==> src/rtl/core/dbdr_pkg.sv <==
// ---------------------------------------------------------------------------
// Distance-based deceleration request: shared definitions
// Register indexes, reset values and datapath widths for the request unit.
// ---------------------------------------------------------------------------
package dbdr_pkg;

	// configuration register indexes
	localparam logic [1:0] REG_MIN_DISTANCE    = 2'd0;
	localparam logic [1:0] REG_MIN_ACCEL_LIMIT = 2'd1;
	localparam logic [1:0] REG_MAX_ACCEL_LIMIT = 2'd2;

	// field widths
	localparam int SPEED_W = 16;
	localparam int DIST_W  = 27;
	localparam int DECEL_W = 14;
	localparam int ACCEL_W = 16;
	localparam int MAXL_W  = 15;

	// reset values
	localparam logic [DIST_W-1:0]         MIN_DISTANCE_RST    = 27'd1000;
	localparam logic signed [ACCEL_W-1:0] MIN_ACCEL_LIMIT_RST = -16'sd3000;
	localparam logic [MAXL_W-1:0]         MAX_ACCEL_LIMIT_RST = 15'd1000;

	// datapath widths
	localparam int SQ_W   = 31;                 // square of a 16-bit speed
	localparam int DIFF_W = 32;                 // signed difference of squares
	localparam int N_W    = 33;                 // five times the difference
	localparam int PROD_W = DIST_W + DECEL_W;   // distance times decel magnitude
	localparam int DVD_W  = 35;                 // 2n + distance
	localparam int DVS_W  = DIST_W + 1;         // 2 * distance
	localparam int QUO_W  = 18;                 // quotient bits kept, top one saturates
	localparam int CMP_W  = DVS_W + QUO_W;      // width of the shifted divisor compare

endpackage

==> src/rtl/core/distance_based_decel_request_unit.sv <==
// ---------------------------------------------------------------------------
// Distance-based deceleration request unit
// Forms -5*(ego^2 - target^2)/distance when the distance lies between the
// minimum distance and the braking distance, clamped and rounded; otherwise
// returns the maximum request.
// ---------------------------------------------------------------------------
//
//  channel  | handshake         | payload
//  ---------+-------------------+------------------------------------------
//  request  | start / busy      | ego_speed, target_speed, distance,
//           |                   | desired_decel
//  result   | done (one cycle)  | accel_request, request_active
//  config   | cfg_we            | cfg_idx, cfg_wdata
//
//  One word enters per cycle; busy is held low. Each result passes through the
//  squares, difference, scaling and compare stages, then a restoring divider
//  (one quotient bit per stage, the top bit flags saturation) and one output
//  register.
//  Reset clears the valid bits and loads the register reset values.
//  The receiver cannot stall, so the pipeline never holds.
//
module distance_based_decel_request_unit (
	input  logic                             clk,
	input  logic                             arst_n,
	input  logic                             start,
	output logic                             busy,
	input  logic signed [dbdr_pkg::SPEED_W-1:0] ego_speed,
	input  logic signed [dbdr_pkg::SPEED_W-1:0] target_speed,
	input  logic [dbdr_pkg::DIST_W-1:0]      distance,
	input  logic signed [dbdr_pkg::DECEL_W-1:0] desired_decel,
	output logic                             done,
	output logic signed [dbdr_pkg::ACCEL_W-1:0] accel_request,
	output logic                             request_active,
	input  logic                             cfg_we,
	input  logic [1:0]                       cfg_idx,
	input  logic [dbdr_pkg::DIST_W-1:0]      cfg_wdata
);
	import dbdr_pkg::*;

	localparam int NSTG = QUO_W;

	// configuration registers
	logic [DIST_W-1:0]         min_distance_q;
	logic signed [ACCEL_W-1:0] min_accel_limit_q;
	logic [MAXL_W-1:0]         max_accel_limit_q;

	// write configuration words
	always_ff @(posedge clk or negedge arst_n) begin
		if (!arst_n) begin
			min_distance_q    <= MIN_DISTANCE_RST;
			min_accel_limit_q <= MIN_ACCEL_LIMIT_RST;
			max_accel_limit_q <= MAX_ACCEL_LIMIT_RST;
		end else if (cfg_we) begin
			unique case (cfg_idx)
				REG_MIN_DISTANCE:    min_distance_q    <= cfg_wdata;
				REG_MIN_ACCEL_LIMIT: min_accel_limit_q <= cfg_wdata[ACCEL_W-1:0];
				REG_MAX_ACCEL_LIMIT: max_accel_limit_q <= cfg_wdata[MAXL_W-1:0];
				default: ;
			endcase
		end
	end

	assign busy = 1'b0;

	// stage 1: squares, distance product, speed and sign checks
	logic                  vld_s1, go_s1;
	logic [SQ_W-1:0]       ego_sq_s1, tgt_sq_s1;
	logic [PROD_W-1:0]     prod_s1;
	logic [DIST_W-1:0]     dist_s1;
	logic [DECEL_W-1:0]    mag;
	logic signed [2*SPEED_W-1:0] ego_sq_full, tgt_sq_full;

	assign mag         = DECEL_W'(-desired_decel);
	assign ego_sq_full = ego_speed * ego_speed;
	assign tgt_sq_full = target_speed * target_speed;

	always_ff @(posedge clk or negedge arst_n) begin
		if (!arst_n) vld_s1 <= 1'b0;
		else         vld_s1 <= start;
	end

	always_ff @(posedge clk) begin
		go_s1     <= (ego_speed > target_speed) && desired_decel[DECEL_W-1];
		ego_sq_s1 <= ego_sq_full[SQ_W-1:0];
		tgt_sq_s1 <= tgt_sq_full[SQ_W-1:0];
		prod_s1   <= PROD_W'(distance) * PROD_W'(mag);
		dist_s1   <= distance;
	end

	// stage 2: difference of squares, minimum distance check
	logic                     vld_s2, go_s2;
	logic signed [DIFF_W-1:0] diff_s2;
	logic [PROD_W-1:0]        prod_s2;
	logic [DIST_W-1:0]        dist_s2;

	always_ff @(posedge clk or negedge arst_n) begin
		if (!arst_n) vld_s2 <= 1'b0;
		else         vld_s2 <= vld_s1;
	end

	always_ff @(posedge clk) begin
		go_s2   <= go_s1 && (dist_s1 > min_distance_q);
		diff_s2 <= $signed({1'b0, ego_sq_s1}) - $signed({1'b0, tgt_sq_s1});
		prod_s2 <= prod_s1;
		dist_s2 <= dist_s1;
	end

	// stage 3: scale the difference by five
	logic              vld_s3, go_s3;
	logic [N_W-1:0]    n_s3;
	logic [PROD_W-1:0] prod_s3;
	logic [DIST_W-1:0] dist_s3;
	logic [N_W-1:0]    diff_u;

	assign diff_u = N_W'(diff_s2[SQ_W-1:0]);

	always_ff @(posedge clk or negedge arst_n) begin
		if (!arst_n) vld_s3 <= 1'b0;
		else         vld_s3 <= vld_s2;
	end

	always_ff @(posedge clk) begin
		go_s3   <= go_s2 && (diff_s2 > 0);
		n_s3    <= (diff_u << 2) + diff_u;
		prod_s3 <= prod_s2;
		dist_s3 <= dist_s2;
	end

	// stage 4: braking distance compare, form dividend and divisor
	logic              vld_s4, act_s4;
	logic [DVD_W-1:0]  dvd_s4;
	logic [DVS_W-1:0]  dvs_s4;

	always_ff @(posedge clk or negedge arst_n) begin
		if (!arst_n) vld_s4 <= 1'b0;
		else         vld_s4 <= vld_s3;
	end

	always_ff @(posedge clk) begin
		act_s4 <= go_s3 && (prod_s3 < PROD_W'(n_s3));
		dvd_s4 <= (DVD_W'(n_s3) << 1) + DVD_W'(dist_s3);
		dvs_s4 <= {dist_s3, 1'b0};
	end

	// divider stages: one restoring step each, most significant bit first
	logic             div_vld_s [0:NSTG];
	logic             div_act_s [0:NSTG];
	logic [DVD_W-1:0] div_rem_s [0:NSTG];
	logic [DVS_W-1:0] div_dvs_s [0:NSTG];
	logic [QUO_W-1:0] div_quo_s [0:NSTG];

	assign div_vld_s[0] = vld_s4;
	assign div_act_s[0] = act_s4;
	assign div_rem_s[0] = dvd_s4;
	assign div_dvs_s[0] = dvs_s4;
	assign div_quo_s[0] = '0;

	for (genvar k = 0; k < NSTG; k++) begin : g_div
		logic [CMP_W-1:0] trial;
		logic [CMP_W-1:0] rem_ext;
		logic             take;

		assign trial   = CMP_W'(div_dvs_s[k]) << (NSTG - 1 - k);
		assign rem_ext = CMP_W'(div_rem_s[k]);
		assign take    = rem_ext >= trial;

		always_ff @(posedge clk or negedge arst_n) begin
			if (!arst_n) div_vld_s[k+1] <= 1'b0;
			else         div_vld_s[k+1] <= div_vld_s[k];
		end

		always_ff @(posedge clk) begin
			div_act_s[k+1] <= div_act_s[k];
			div_dvs_s[k+1] <= div_dvs_s[k];
			div_quo_s[k+1] <= {div_quo_s[k][QUO_W-2:0], take};
			div_rem_s[k+1] <= take ? DVD_W'(rem_ext - trial) : div_rem_s[k];
		end
	end

	// output stage: negate, clamp to the lower limit, or fall back to maximum
	logic                        sat;
	logic signed [QUO_W-1:0]     neg_req;
	logic signed [QUO_W-1:0]     min_ext;
	logic                        below;
	logic signed [ACCEL_W-1:0]   req_next;

	assign sat     = div_quo_s[NSTG][QUO_W-1];
	assign neg_req = -$signed({1'b0, div_quo_s[NSTG][QUO_W-2:0]});
	assign min_ext = QUO_W'(min_accel_limit_q);
	assign below   = sat || (neg_req < min_ext);

	always_comb begin
		if (!div_act_s[NSTG])
			req_next = $signed({1'b0, max_accel_limit_q});
		else if (below)
			req_next = min_accel_limit_q;
		else
			req_next = neg_req[ACCEL_W-1:0];
	end

	always_ff @(posedge clk or negedge arst_n) begin
		if (!arst_n) done <= 1'b0;
		else         done <= div_vld_s[NSTG];
	end

	always_ff @(posedge clk) begin
		accel_request  <= req_next;
		request_active <= div_act_s[NSTG];
	end

endmodule
==> config.mk <==
export PLATFORM = sky130hd
export DESIGN_NAME = distance_based_decel_request_unit
export DESIGN_NICKNAME = d
export VERILOG_FILES = /design/src/rtl/core/dbdr_pkg.sv /design/src/rtl/core/distance_based_decel_request_unit.sv
export SDC_FILE = /design/constraint.sdc
export NUM_CORES = 2
export LEC_CHECK = 0
export ABC_CLOCK_PERIOD_IN_PS = 4100
export BUFFER_PORTS_ARGS = -buffer_cell sky130_fd_sc_hd__buf_2
export CAP_MARGIN = 20
export CORE_ASPECT_RATIO = 0.9
export CORE_MARGIN = 2
export CORE_UTILIZATION = 29
export DETAILED_ROUTE_END_ITERATION = 10
export GPL_ROUTABILITY_DRIVEN = 0
export GPL_TIMING_DRIVEN = 0
export PLACE_DENSITY = 0.54
export REMOVE_ABC_BUFFERS = 1
export SETUP_SLACK_MARGIN = 0.2
export SLEW_MARGIN = 20
export SYNTH_ARGS = -nofsm -noshare
export SYNTH_HDL_FRONTEND = slang
export SYNTH_SLANG_ARGS = --single-unit
==> constraint.sdc <==
create_clock -name clk -period 4.1 [get_ports clk]
set_input_delay 0.82 -clock clk [delete_from_list [all_inputs] [get_ports clk]]
set_output_delay 0.82 -clock clk [all_outputs]
set_load 0.02 [all_outputs]
==> metrics.md <==
| Metric | Value |
|---|---|
| Outcome | finished with violations |
| Failing checks | negative setup slack |
| Fillcell total | 33.9k |
| CTS Root Cell | clkbuf_16 |
| First-pass GRT wire length | 393,000 um |
| Die H | between 500 and 600 um |
| Final setup fails | 80 |
| Share of layout cells above drive strength 1 | 0.150 |
| DR iter-0 viols | between 3k and 4k |
| Final hold violations | 0 |
| GRT overflow | 0 |
| R2r endpoint | div_rem_s[405] |
| Worst Hold Class | primary input to register |
| Setup crit start kind | primary input |
| Fin area | ~0.12 sq mm |
| Sequential cell area fraction in the yosys report | 0.355 |
| Remaining DRCs | 0 |
| Shortest period the worst path allows | 7.17 ns |
| Final Util | 0.350 |
| Maximum clock frequency | between 100 and 150 MHz |
| Crit. End Element | register |
| Fin nets | 12.3k |
| Tightest Pin Transition | around 1.2 ns |
| Die ar. | 0.343 sq mm |
| Drt pass-1 iters | 5 |
| Ys async rst share | 0.0471 |
| Initial antenna violation count | 18 |
| TritonCTS clock tree | yes |
| Crit. Startpoint | desired_decel[3] |
| Routed WL | ~250,000 um |
| Final setup skew | ~0.09 ns |
| Top cells by area, synth | dfxtp_1 (33%), fa_1 (16%), ha_1 (11%) |
| Footprint of the multi-input gates | 0.0597 sq mm |
| CP peak stage delay | between 0.5 and 0.6 ns |
| H-tree depth | 4 |
| Synth Register Bits | 1,718 |
| Total track usage | 0.144 |
| Vias in the first global route | between 60k and 70k |
| YS warnings | 0 |
| WP data required | just under 5 ns |
| Area growth, synth to finish | 20.0% |
| Final Max Slew Viols | 0 |
| Critical Path AT | between 7 and 8 ns |
| CTS sink cnt | roughly 1.7k |
| Share of the synthesized area in the top cell type | 0.334 |
| Yosys cell types | 90 |
| Vias per std cell | 4.53 |
| Row count | around 200 |
| Fin crit share | 1.75 |
| CTS clk-pin slew, worst paths | ~0.06 ns |
| Worst-path fanout max | 6 |
| Largest net degree at the start of global routing | 52 |
| R2R cell count | 13 |
| Post-synth EDFFs | 0 |
| Num CTS Buffers | about 180 |
| CP Class | primary input to register |
| Avg Cell Area, Syn | 9.79 sq um |
| Number of max-cap violations | 0 |
| Worst r2r src | div_dvs_s[345] |
| Initial Util | 0.292 |
| Main synth FF type | dfxtp_1 |
| CP max stage cell | fa_2 |
| Crit path capture | prod_s1[35] |
| Slew headroom | 0.217 |
| Die Span X | 617 um |
| FF+latch area | ~0.035 sq mm |
| Synth Instances | between 10k and 15k |
| Port bufs | between 100 and 150 |
| Crit path top cell by count | fa_1 |
| WL/cell | 16.5 um |
| Antenna viol nets, final | 0 |
| IO Count | ~130 |
| DP HPWL | approximately 190,000 um |
| Unrepaired setup endpoints after global routing | true |
| Synthesized area | between 0.09 and 0.1 sq mm |
| Placement-stage cell area | about 0.10 sq mm |
| Post-synth top area cell | dfxtp_1 |
| Clk_lat worst skew | ~0.86 ns |
| Final WS setup | -3.07 ns |
| Core Area | roughly 0.34 sq mm |
| Vias | 68.7k |
| CTS max path bufs | 4 |
| R2R setup slack | roughly 0.39 ns |
## flip-flops by register name, summed over array words and instances, names as in the netlist, 15 cells and up
register and cells:
dvd_s4 35, dist_s3 27, min_distance_q 27, max_accel_limit_q 15, dist_s1 27, prod_s2 41, div_vld_s 18, div_dvs_s 442
div_act_s 18, dist_s2 27, diff_s2 32, min_accel_limit_q 16, n_s3 33, prod_s1 41, prod_s3 41, div_rem_s 595
div_quo_s 171, accel_request 16, tgt_sq_s1 30, ego_sq_s1 30, dvs_s4 26
## cell usage in the layout, fill, tap and decap left out, types with 35 or more instances in the layout
master	instances
a211oi_1	62
mux2i_1	49
dfxtp_1	1636
inv_1	1457
fa_2	39
a31oi_1	39
ha_4	63
nand3_1	120
o21bai_1	64
nor2b_1	93
ha_1	806
o31ai_1	37
buf_4	200
a21oi_2	50
nand2_2	48
dfrtp_1	62
clkbuf_16	185
a21oi_1	440
buf_12	35
and2_1	209
fa_1	744
xnor2_1	337
nand2b_1	83
buf_2	85
buf_6	98
nand4_1	96
diode_2	37
a21o_1	256
mux2_2	200
nor4_1	70
o21a_1	81
and3_1	51
inv_2	48
nor3_1	130
o21ai_0	392
nor2_1	435
nand2_1	759
xor2_1	178
## cell usage after synthesis, drive strengths merged, types with 13 or more instances
library cell,count
a2111oi,18
a211o,15
a211oi,69
a21boi,33
a21o,257
a21oi,504
a221oi,13
a31o,18
a31oi,47
and2,221
and3,54
and4,14
buf,20
clkbuf,179
dfrtp,62
dfstp,19
dfxtp,1637
fa,783
ha,881
inv,1527
mux2,217
mux2i,51
nand2,824
nand2b,86
nand3,125
nand4,97
nor2,491
nor2b,99
nor3,142
nor4,75
nor4b,13
o2111ai,15
o211ai,25
o21a,81
o21ai,425
o21bai,65
o31ai,42
o41ai,16
or2,25
or3,34
or4,21
xnor2,361
xor2,185
## repair_timing
item                                   in CTS  in global routing
endpoints found under the hold margin      34                  0
gates cloned                               11                  2
hold buffers                                1                  0
resized for setup                         747                214
buffers inserted                          262                 43
pin swaps                                 399                149
setup endpoints to repair                 157                179
## per-layer routing
| layer | track usage | vias to the layer above | wire (um) |
|---|---|---|---|
| li1 | - | 34100 | - |
| met5 | 0 | - | 11 |
| met3 | 0.0180 | 355 | 9100 |
| met4 | 0.0382 | 2 | 6870 |
| met2 | 0.245 | 1109 | 119000 |
| met1 | 0.192 | 33200 | 116000 |
## final cells by class
class | count | share of cell area
clock inverters | 94 | 0.0113
flip-flops and latches | 1718 | 0.296
multi-input cells | 6578 | 0.507
repair buffers | 479 | 0.0438
diodes | 37 | 0.000786
well taps | 4488 | 0.0477
clock buffers | 230 | 0.0428
inverters | 1535 | 0.0508
## worst max-delay path: cells and delay by family
family | cells | cell delay [ns]
AO/OA/AOI/OAI | 7 | 1.50
XOR/XNOR | 2 | 0.33
adder cells (fa/ha/maj) | 7 | 3.25
buffers and inverters | 7 | 0.84
AND/OR/NAND/NOR | 6 | 1.13
## cells by family (layout without fill, tap and decap cells)
family | Yosys count | count (layout) | synth area share
flip-flops | 1718 | 1718 | 0.355
XOR/XNOR | 546 | 546 | 0.0487
multiplexers | 268 | 268 | 0.0307
other | 1 | 38 | 0.0000382
buffers and inverters | 1734 | 2338 | 0.0667
AO/OA/AOI/OAI | 1736 | 1737 | 0.112
AND/OR/NAND/NOR | 2362 | 2362 | 0.116
adder cells (fa/ha/maj) | 1664 | 1664 | 0.272
## worst min path at each step
stage,slack (ns),cells after the start,to,startpoint
global route,0.06,1,vld_s1,start
floorplan,0.31,0,dist_s3[0],dist_s2[0]
global placement,0.31,0,div_act_s[0],div_act_s[1]
detailed placement,0.31,0,div_quo_s[55],div_quo_s[72]
CTS,0.05,1,vld_s1,start
finish,0.12,1,vld_s1,start
## stage by stage
stage / setup WS [ns] / hold WS [ns] / TNS (ns) / cells
after floorplan: -4.38 / 0.310 / -210.72 / 9830
after global placement: -6.63 / 0.310 / -633.36 / 14400
after detailed placement: -5.30 / 0.312 / -275.26 / 14500
after CTS: -2.92 / 0.0453 / -116.94 / 15100
after global routing: -3.25 / 0.0555 / -138.82 / 15200
final: -3.07 / 0.119 / -128.70 / 15200
Power is left out: the tool's default activity adds up to more than one toggle a clock period on the data nets, which glitch-free logic cannot reach.
